===== src/rtl/i2cbe_pkg.sv =====
// Package with shared types, codes and phase tables for the I2C master bit engine.
`timescale 1ns / 1ps
package i2cbe_pkg;

   localparam int BitsPerByte = 8;
   localparam int BitIdxW     = $clog2(BitsPerByte);
   localparam int HoldW       = 8;
   localparam logic [HoldW-1:0] HoldReset = 8'd5;

   typedef enum logic [2:0] {
      CMD_NONE      = 3'd0,
      CMD_START     = 3'd1,
      CMD_STOP      = 3'd2,
      CMD_SEND_BYTE = 3'd3,
      CMD_RECV_BYTE = 3'd4,
      CMD_SEND_ACK  = 3'd5,
      CMD_RECV_ACK  = 3'd6
   } cmd_type;

   typedef enum logic [2:0] {
      OP_SDA_HIGH,
      OP_SDA_LOW,
      OP_SDA_DATA,
      OP_SDA_ACK,
      OP_SCL_HIGH,
      OP_SCL_LOW,
      OP_SAMPLE_BIT,
      OP_SAMPLE_ACK
   } op_type;

   localparam logic [1:0] StepFirst = 2'd0;
   localparam logic [1:0] StepMid   = 2'd1;
   localparam logic [1:0] StepBit   = 2'd2;
   localparam logic [1:0] StepLead  = 2'd3;

   typedef struct packed {
      logic            scl_level;
      logic            sda_drive;
      logic            busy_res;
      logic            done_res;
      logic [7:0]      rx_byte;
      logic            ack_seen;
   } res_type;

   function automatic op_type op_of(input cmd_type cmd, input logic [1:0] step);
      op_type op;
      op = OP_SDA_HIGH;
      case (cmd)
         CMD_START: begin
            case (step)
               StepFirst: op = OP_SDA_HIGH;
               StepMid:   op = OP_SCL_HIGH;
               StepBit:   op = OP_SDA_LOW;
               default:   op = OP_SCL_LOW;
            endcase
         end
         CMD_STOP: begin
            case (step)
               StepFirst: op = OP_SDA_LOW;
               StepMid:   op = OP_SCL_HIGH;
               default:   op = OP_SDA_HIGH;
            endcase
         end
         CMD_SEND_BYTE: begin
            case (step)
               StepFirst: op = OP_SDA_DATA;
               StepMid:   op = OP_SCL_HIGH;
               default:   op = OP_SCL_LOW;
            endcase
         end
         CMD_RECV_BYTE: begin
            case (step)
               StepFirst: op = OP_SCL_HIGH;
               StepMid:   op = OP_SAMPLE_BIT;
               StepBit:   op = OP_SCL_LOW;
               default:   op = OP_SDA_HIGH;
            endcase
         end
         CMD_SEND_ACK: begin
            case (step)
               StepFirst: op = OP_SDA_ACK;
               StepMid:   op = OP_SCL_HIGH;
               default:   op = OP_SCL_LOW;
            endcase
         end
         default: begin
            case (step)
               StepFirst: op = OP_SDA_HIGH;
               StepMid:   op = OP_SCL_HIGH;
               StepBit:   op = OP_SAMPLE_ACK;
               default:   op = OP_SCL_LOW;
            endcase
         end
      endcase
      return op;
   endfunction

   function automatic logic is_last(input cmd_type cmd, input logic [1:0] step,
                                    input logic last_bit);
      logic last;
      case (cmd)
         CMD_START:     last = (step == StepLead);
         CMD_STOP:      last = (step == StepBit);
         CMD_SEND_BYTE: last = (step == StepBit) && last_bit;
         CMD_RECV_BYTE: last = (step == StepBit) && last_bit;
         CMD_SEND_ACK:  last = (step == StepBit);
         CMD_RECV_ACK:  last = (step == StepLead);
         default:       last = 1'b0;
      endcase
      return last;
   endfunction

endpackage


===== src/rtl/i2cbe_req_if.sv =====
// Channel interface carrying one engine tick request.
`timescale 1ns / 1ps
interface i2cbe_req_if;
   logic       valid;
   logic       ready;
   logic [2:0] action;
   logic [7:0] tx_byte;
   logic       ack_to_send;
   logic       sda_in;

   modport source (output valid, action, tx_byte, ack_to_send, sda_in, input ready);
   modport sink   (input valid, action, tx_byte, ack_to_send, sda_in, output ready);
endinterface


===== src/rtl/i2cbe_rsp_if.sv =====
// Channel interface carrying one engine tick response.
`timescale 1ns / 1ps
interface i2cbe_rsp_if;
   logic       valid;
   logic       ready;
   logic       scl_level;
   logic       sda_drive;
   logic       busy_res;
   logic       done_res;
   logic [7:0] rx_byte;
   logic       ack_seen;

   modport source (output valid, scl_level, sda_drive, busy_res, done_res, rx_byte, ack_seen,
                   input ready);
   modport sink   (input valid, scl_level, sda_drive, busy_res, done_res, rx_byte, ack_seen,
                   output ready);
endinterface


===== src/rtl/i2cbe_core.sv =====
// Command sequencer state and per-tick next-state logic of the I2C master bit engine.
`timescale 1ns / 1ps
module i2cbe_core (
   input  logic                       clock,
   input  logic                       reset,
   input  logic                       step_en,
   input  logic [i2cbe_pkg::HoldW-1:0] hold_ticks,
   input  logic [2:0]                 action,
   input  logic [7:0]                 tx_byte,
   input  logic                       ack_to_send,
   input  logic                       sda_in,
   output i2cbe_pkg::res_type         res
);

   i2cbe_pkg::cmd_type               cmd_ff, cmd_in, cmd_cur;
   logic [1:0]                       step_ff, step_in, step_cur;
   logic [i2cbe_pkg::BitIdxW-1:0]    bit_ff, bit_in, bit_cur;
   logic [i2cbe_pkg::HoldW-1:0]      hold_ff, hold_in, hold_cur;
   logic [7:0]                       shift_ff, shift_in, shift_cur;
   logic                             fin_ff, fin_in, fin_cur;
   logic                             scl_ff, scl_in;
   logic                             sda_ff, sda_in_nx;
   logic                             ack_ff, ack_in;
   logic [7:0]                       rx_ff, rx_in;

   logic                             launch;
   logic                             active;
   logic                             run;
   logic                             last_bit;
   logic                             finish;
   i2cbe_pkg::op_type                op;
   logic [i2cbe_pkg::BitIdxW-1:0]    msb_pos;

   assign launch = (cmd_ff == i2cbe_pkg::CMD_NONE)
                && (action != 3'(i2cbe_pkg::CMD_NONE))
                && (action <= 3'(i2cbe_pkg::CMD_RECV_ACK));

   // next state
   always_comb begin
      cmd_cur   = launch ? i2cbe_pkg::cmd_type'(action) : cmd_ff;
      step_cur  = (launch && action == 3'(i2cbe_pkg::CMD_RECV_BYTE)) ? i2cbe_pkg::StepLead :
                  launch ? i2cbe_pkg::StepFirst : step_ff;
      bit_cur   = launch ? '0 : bit_ff;
      hold_cur  = launch ? '0 : hold_ff;
      fin_cur   = launch ? 1'b0 : fin_ff;
      shift_cur = shift_ff;
      if (launch) begin
         case (i2cbe_pkg::cmd_type'(action))
            i2cbe_pkg::CMD_SEND_BYTE: shift_cur = tx_byte;
            i2cbe_pkg::CMD_SEND_ACK:  shift_cur = {7'd0, ack_to_send};
            default:                  shift_cur = '0;
         endcase
      end
      op       = i2cbe_pkg::op_of(cmd_cur, step_cur);

      active   = (cmd_cur != i2cbe_pkg::CMD_NONE);
      run      = active && (hold_cur == '0) && !fin_cur;
      last_bit = (bit_cur == i2cbe_pkg::BitIdxW'(i2cbe_pkg::BitsPerByte - 1));

      step_in  = step_cur;
      bit_in   = bit_cur;
      fin_in   = fin_cur;
      hold_in  = hold_cur;
      if (active && hold_cur != '0) begin
         hold_in = hold_cur - 1'b1;
      end else if (run) begin
         fin_in = i2cbe_pkg::is_last(cmd_cur, step_cur, last_bit);
         if ((cmd_cur == i2cbe_pkg::CMD_SEND_BYTE || cmd_cur == i2cbe_pkg::CMD_RECV_BYTE)
             && step_cur == i2cbe_pkg::StepBit) begin
            step_in = i2cbe_pkg::StepFirst;
            bit_in  = bit_cur + 1'b1;
         end else begin
            step_in = step_cur + 1'b1;
         end
         if (op == i2cbe_pkg::OP_SCL_HIGH || op == i2cbe_pkg::OP_SCL_LOW) begin
            hold_in = hold_ticks;
         end
      end

      finish = active && fin_in && (hold_in == '0);
      cmd_in = finish ? i2cbe_pkg::CMD_NONE : cmd_cur;
   end

   // phase outputs
   always_comb begin
      msb_pos   = ~bit_cur;
      scl_in    = scl_ff;
      sda_in_nx = sda_ff;
      ack_in    = ack_ff;
      shift_in  = shift_cur;
      rx_in     = rx_ff;
      if (run) begin
         case (op)
            i2cbe_pkg::OP_SDA_HIGH:   sda_in_nx = 1'b1;
            i2cbe_pkg::OP_SDA_LOW:    sda_in_nx = 1'b0;
            i2cbe_pkg::OP_SDA_DATA:   sda_in_nx = shift_cur[msb_pos];
            i2cbe_pkg::OP_SDA_ACK:    sda_in_nx = ~shift_cur[0];
            i2cbe_pkg::OP_SCL_HIGH:   scl_in    = 1'b1;
            i2cbe_pkg::OP_SCL_LOW:    scl_in    = 1'b0;
            i2cbe_pkg::OP_SAMPLE_BIT: shift_in[msb_pos] = shift_cur[msb_pos] | sda_in;
            default:                  ack_in    = ~sda_in;
         endcase
      end
      if (finish && cmd_cur == i2cbe_pkg::CMD_RECV_BYTE) begin
         rx_in = shift_in;
      end
   end

   always_ff @(posedge clock) begin
      if (reset) begin
         cmd_ff   <= i2cbe_pkg::CMD_NONE;
         step_ff  <= '0;
         bit_ff   <= '0;
         hold_ff  <= '0;
         shift_ff <= '0;
         fin_ff   <= 1'b0;
         scl_ff   <= 1'b1;
         sda_ff   <= 1'b1;
         ack_ff   <= 1'b0;
         rx_ff    <= '0;
      end else if (step_en) begin
         cmd_ff   <= cmd_in;
         step_ff  <= step_in;
         bit_ff   <= bit_in;
         hold_ff  <= hold_in;
         shift_ff <= shift_in;
         fin_ff   <= fin_in;
         scl_ff   <= scl_in;
         sda_ff   <= sda_in_nx;
         ack_ff   <= ack_in;
         rx_ff    <= rx_in;
      end
   end

   assign res.scl_level = scl_in;
   assign res.sda_drive = sda_in_nx;
   assign res.busy_res  = (cmd_in != i2cbe_pkg::CMD_NONE);
   assign res.done_res  = finish;
   assign res.rx_byte   = rx_in;
   assign res.ack_seen  = ack_in;

endmodule


===== src/rtl/i2c_master_bit_engine.sv =====
// Top level of the I2C master bit engine: channels, hold register and response register.
//
// Usage:
//  - req carries one timing tick per transaction: an action code (start, stop,
//    send byte, receive byte, send ack, receive ack), the byte and ack level
//    to send, and the sampled SDA level. Actions arriving while busy are dropped.
//  - rsp returns exactly one transaction per request: SCL level, SDA drive,
//    busy, a one-tick done pulse, the last received byte and the ack seen.
//  - csr_we/csr_wdata write the number of extra ticks held after each SCL edge.
//    Write it only while no command is running.
//  - A response is ready in the cycle after its request is taken; one request
//    is taken every cycle, limited only by the single response register.
//  - When the receiver stalls, the response register holds and req.ready drops
//    until the held response is taken.
//  - Reset releases both lines, clears the sequencer and sets the hold to 5.
`timescale 1ns / 1ps
module i2c_master_bit_engine (
   input  logic                       clock,
   input  logic                       reset,
   i2cbe_req_if.sink                  req,
   i2cbe_rsp_if.source                rsp,
   input  logic                       csr_we,
   input  logic [i2cbe_pkg::HoldW-1:0] csr_wdata
);

   logic [i2cbe_pkg::HoldW-1:0] hold_ticks_ff;
   logic                        rsp_valid_ff;
   i2cbe_pkg::res_type          res_ff;
   i2cbe_pkg::res_type          res_in;
   logic                        accept;

   assign req.ready = !rsp_valid_ff || rsp.ready;
   assign accept    = req.valid && req.ready;

   i2cbe_core u_core (
      .clock       (clock),
      .reset       (reset),
      .step_en     (accept),
      .hold_ticks  (hold_ticks_ff),
      .action      (req.action),
      .tx_byte     (req.tx_byte),
      .ack_to_send (req.ack_to_send),
      .sda_in      (req.sda_in),
      .res         (res_in)
   );

   always_ff @(posedge clock) begin
      if (reset) begin
         hold_ticks_ff <= i2cbe_pkg::HoldReset;
      end else if (csr_we) begin
         hold_ticks_ff <= csr_wdata;
      end
   end

   always_ff @(posedge clock) begin
      if (reset) begin
         rsp_valid_ff <= 1'b0;
      end else if (accept) begin
         rsp_valid_ff <= 1'b1;
      end else if (rsp.ready) begin
         rsp_valid_ff <= 1'b0;
      end
   end

   always_ff @(posedge clock) begin
      if (accept) begin
         res_ff <= res_in;
      end
   end

   assign rsp.valid     = rsp_valid_ff;
   assign rsp.scl_level = res_ff.scl_level;
   assign rsp.sda_drive = res_ff.sda_drive;
   assign rsp.busy_res  = res_ff.busy_res;
   assign rsp.done_res  = res_ff.done_res;
   assign rsp.rx_byte   = res_ff.rx_byte;
   assign rsp.ack_seen  = res_ff.ack_seen;

endmodule


===== src/flat_wrapper.sv =====
// flat-port wrapper written by rule: the top's interface ports become plain ports
module i2c_master_bit_engine_flat 
  (clock, reset, csr_we, csr_wdata, req_valid, req_action, req_tx_byte, req_ack_to_send, req_sda_in, req_ready, rsp_valid, rsp_scl_level, rsp_sda_drive, rsp_busy_res, rsp_done_res, rsp_rx_byte, rsp_ack_seen, rsp_ready);
  i2cbe_req_if req_i ();
  i2cbe_rsp_if rsp_i ();
  input  logic clock;
  input  logic reset;
  input  logic csr_we;
  input  logic [i2cbe_pkg::HoldW-1:0] csr_wdata;
  input wire logic [$bits(req_i.valid)-1:0] req_valid;
  input wire logic [$bits(req_i.action)-1:0] req_action;
  input wire logic [$bits(req_i.tx_byte)-1:0] req_tx_byte;
  input wire logic [$bits(req_i.ack_to_send)-1:0] req_ack_to_send;
  input wire logic [$bits(req_i.sda_in)-1:0] req_sda_in;
  output wire logic [$bits(req_i.ready)-1:0] req_ready;
  output wire logic [$bits(rsp_i.valid)-1:0] rsp_valid;
  output wire logic [$bits(rsp_i.scl_level)-1:0] rsp_scl_level;
  output wire logic [$bits(rsp_i.sda_drive)-1:0] rsp_sda_drive;
  output wire logic [$bits(rsp_i.busy_res)-1:0] rsp_busy_res;
  output wire logic [$bits(rsp_i.done_res)-1:0] rsp_done_res;
  output wire logic [$bits(rsp_i.rx_byte)-1:0] rsp_rx_byte;
  output wire logic [$bits(rsp_i.ack_seen)-1:0] rsp_ack_seen;
  input wire logic [$bits(rsp_i.ready)-1:0] rsp_ready;
  assign req_i.valid = req_valid;
  assign req_i.action = req_action;
  assign req_i.tx_byte = req_tx_byte;
  assign req_i.ack_to_send = req_ack_to_send;
  assign req_i.sda_in = req_sda_in;
  assign req_ready = req_i.ready;
  assign rsp_valid = rsp_i.valid;
  assign rsp_scl_level = rsp_i.scl_level;
  assign rsp_sda_drive = rsp_i.sda_drive;
  assign rsp_busy_res = rsp_i.busy_res;
  assign rsp_done_res = rsp_i.done_res;
  assign rsp_rx_byte = rsp_i.rx_byte;
  assign rsp_ack_seen = rsp_i.ack_seen;
  assign rsp_i.ready = rsp_ready;
  i2c_master_bit_engine u_core (.clock(clock), .reset(reset), .req(req_i), .rsp(rsp_i), .csr_we(csr_we), .csr_wdata(csr_wdata));
endmodule

===== config.mk =====
export PLATFORM = sky130hd
export DESIGN_NAME = i2c_master_bit_engine_flat
export DESIGN_NICKNAME = d
export VERILOG_FILES = /design/src/rtl/i2cbe_pkg.sv /design/src/rtl/i2cbe_req_if.sv /design/src/rtl/i2cbe_rsp_if.sv /design/src/rtl/i2cbe_core.sv /design/src/rtl/i2c_master_bit_engine.sv /design/src/flat_wrapper.sv
export SDC_FILE = /design/constraint.sdc
export NUM_CORES = 1
export LEC_CHECK = 0
export ABC_AREA = 1
export BUFFER_PORTS_ARGS = -buffer_cell sky130_fd_sc_hd__buf_4
export CORE_MARGIN = 2
export CORE_UTILIZATION = 60
export CTS_CLUSTER_DIAMETER = 100
export DETAILED_ROUTE_END_ITERATION = 7
export PLACE_DENSITY_LB_ADDON = 0.1
export SLEW_MARGIN = 20
export SYNTH_ARGS = -nofsm -noshare
export SYNTH_HDL_FRONTEND = slang
export SYNTH_SLANG_ARGS = --single-unit

===== constraint.sdc =====
create_clock -name clock -period 4.7 [get_ports clock]
set_clock_uncertainty 0.15 [all_clocks]
set_input_delay 0.235 -clock clock [delete_from_list [all_inputs] [get_ports clock]]
set_output_delay 0.235 -clock clock [all_outputs]
set_load 0.005 [all_outputs]

==> flow_summary_export.csv <==
group,metric,value,unit
setup_path,crit_path_start_kind,"flop",
timing,max-slew-margin-rel,0.344,
floorplanning,die_y,82.2,um
routing,antenna_left,0,
setup_path,reg2regPathDepth,20,
final_layout,area_growth,16.5,%
floorplanning,die_w,82.2,um
setup_path,r2r_slack,1.03,ns
logic_synthesis,synth_area_per_cell,6.88,sq um
final_layout,fill_cells,475,
cts,clkTransAtPathRegs,0.07,ns
timing,min_period,3.67,ns
timing,worst_pin_slew,0.982,ns
logic_synthesis,yosys-top-cells-area,"dfxtp_1, nand2_1, edfxtp_1, inv_1, o21ai_0",
final_layout,seq_area,1290,sq um
timing,hold_viol_final,0,
floorplanning,core_area,5920,sq um
final_layout,post-route-cell-area,4270,sq um
timing,fmax,272,MHz
routing,num_vias,3619,
setup_path,path_class,"flop to flop",
global_route,grt_pass1_vias,3083,
routing,vias_per_cell,5.51,
logic_synthesis,synth.top_cell.area_share,0.246,
timing,rsz0062_at_grt,"false",
setup_path,arrival,3.77,ns
logic_synthesis,synth_edf_count,13,
cts,clock-root-buffer,"clkbuf_8",
global_route,grt_util_met2,0.459,
setup_path,cp-end-kind,"flop",
floorplanning,dieArea,6750,sq um
logic_synthesis,ys_warn_count,0,
logic_synthesis,synthesis.nets,563,
logic_synthesis,ys.flop_type,"dfxtp_1",
timing,slew_violations,0,
logic_synthesis,ys_seq_area_frac,0.352,
cts,cts_buffers,9,
place,placed_area,4000,sq um
pwr,leakage,0.00210,uW
cts,clk_latency,0.35,ns
global_route,grt_util_met1,0.380,
routing,drc_errors,0,
floorplanning,pin_count,41,
place,place_inst,633,
worst_hold_path,holdCritPathClass,"input port to flop",
cts,cts_buffer_depth,2,
place,dp_hpwl,6420,um
global_route,grt_max_degree,51,
pwr,ir_drop,0.249,mV
global_route,grt_pass1_wl,14600,um
logic_synthesis,syn_inst,533,
pwr,p_per_area,376,nW/um^2
cts,clock_sinks,58,
routing,routed_wl,9140,um
floorplanning,num_rows,28,
global_route,overflow,0,
timing,setup_tns,0,ns
final_layout,antenna_cells,0,
global_route,grt_usage,0.287,
place,gp_congestion,0.909,
cts,post_cts_resized,0,
place,port_buffers,40,
routing,avgRoutedWirePerCell,13.9,um
logic_synthesis,ys_ff_latch,58,
cts,cts_tree,"done",
cts,htree_levels,3,
final_layout,drive_gt1_frac,0.168,
timing,period_share,0.782,
final_layout,layout.cells.non_filler,657,
floorplanning,initial_utilization,0.619,
global_route,antenna_found_initial,0,
status,status,"finished clean",
worst_hold_path,hold_path_depth,3,
global_route,grt.busiest_layer,"met2",
timing,finalSetupViolations,0,
logic_synthesis,netlist_area,3670,sq um
logic_synthesis,yosysUniqueCellTypes,40,
setup_path,cp_data_required_time,4.80,ns
routing,drt_pass1_iterations,5,
routing,drt-initial-drc-count,326,
global_route,grtUsageMet3,0.0565,
logic_synthesis,postSynth.asyncResetShare,0,
final_layout,multi_input_area,1970,sq um
job,drv_cap,0,
final_layout,nets,607,
setup_path,cp_max_fo,25,
logic_synthesis,yosys.area.top_type,"dfxtp_1",
[power by group]
group	internal, uW	switching, uW	total [uW]
combinational	178	375	553
clock	254	218	473
sequential	558	22.3	580
[layer usage]
metal	vias to the layer above	wire length, um
met5	-	0
met4	0	176
met3	16	539
met2	130	4290
met1	1629	4130
li1	1844	-
[stage by stage]
| stage | util | worst slack [ns] | power [uW] | hold WS, ns |
|---|---|---|---|---|
| finish | 0.721 | 1.03 | 1610 | 0.0124 |
| global route | 0.721 | 0.663 | 1700 | 0.0221 |
| CTS | 0.721 | 1.04 | 1610 | 0.00701 |
| detailed placement | 0.675 | 1.10 | 1130 | 0.301 |
| global placement | 0.675 | 1.22 | 1120 | 0.297 |
| floorplan | - | 1.87 | 1010 | 0.196 |
[worst max-delay path: stages (launching register included)]
cell and delay (ns):
dfxtp_1 0.35, nor3_2 0.28, nand3_4 0.21, inv_4 0.26
nor2_1 0.11, inv_1 0.12, ha_1 0.15, nand3_1 0.08
nand3b_4 0.18, nor2_4 0.41, nand3_4 0.18, nand2_1 0.09
nand3_1 0.06, o21ai_1 0.14, nand2_2 0.13, nor2_8 0.17
nand3_4 0.14, nand2_1 0.12, nand3_1 0.10, nand2_1 0.09
inv_1 0.03
[worst paths after layout]
path,from,end
hold / removal,csr_we,u_core.hold_ticks_ff[0]
setup / recovery,u_core.u_core.cmd_ff[0],u_core.u_core.rx_ff[2]
setup reg to reg,u_core.u_core.cmd_ff[0],u_core.u_core.rx_ff[2]
hold reg to reg,u_core.hold_ticks_ff[3],u_core.hold_ticks_ff[3]
[timing repair]
action                                 in CTS  in global routing
hold buffers                                8                  0
buffers inserted                            0                  0
endpoints found under the hold margin       6                  0
[kinds of logic after synthesis]
family	share of synthesized area
AO/OA/AOI/OAI	0.152
XOR/XNOR	0.00478
adder cells (fa/ha/maj)	0.0137
buffers and inverters	0.110
flip-flops	0.352
multiplexers	0.00546
AND/OR/NAND/NOR	0.362
[flip-flops by register name, indices dropped and copies added, names as in the netlist, 2 cells and up]
signal / count
u_core.u_core.rx_ff: 8
u_core.hold_ticks_ff: 8
u_core.rsp.rx_byte: 8
u_core.u_core.shift_ff: 8
u_core.u_core.hold_ff: 8
u_core.u_core.cmd_ff: 3
u_core.u_core.bit_ff: 3
u_core.u_core.step_ff: 2
[synthesized netlist by cell type, types with 6 or more instances]
| cell type | number |
|---|---|
| edfxtp_1 | 13 |
| a21oi_1 | 29 |
| nand2_1 | 106 |
| o211ai_1 | 9 |
| clkbuf_1 | 10 |
| nand3_1 | 40 |
| inv_1 | 81 |
| nand4_1 | 26 |
| nor2_2 | 6 |
| nor2_1 | 55 |
| nand2_2 | 6 |
| nand3_2 | 6 |
| o21ai_0 | 44 |
| dfxtp_1 | 45 |
[area by class of cell]
class,instances,area share
Multi-Input combinational cell,371,0.462
Sequential cell,58,0.302
Timing Repair Buffer,49,0.0908
Inverter,88,0.0779
Clock buffer,10,0.0322
Tap cell,75,0.0220
Clock inverter,6,0.0132
[cells in the final DEF, fill, tap and decap left out, types with 4 or more instances in the layout]
master,count
o21ai_0,44
buf_4,41
clkbuf_8,10
nor2_2,6
edfxtp_1,13
o211ai_1,9
inv_1,81
dlygate4sd3_1,8
nand4_1,26
ha_1,4
nand3_2,6
a31oi_1,4
o21ai_1,5
nand3_1,40
nand2_1,106
nor2_4,4
dfxtp_1,45
a21oi_1,29
nor2_1,55
inv_2,4
nand2_2,6
(Power assumes the default switching activity.)
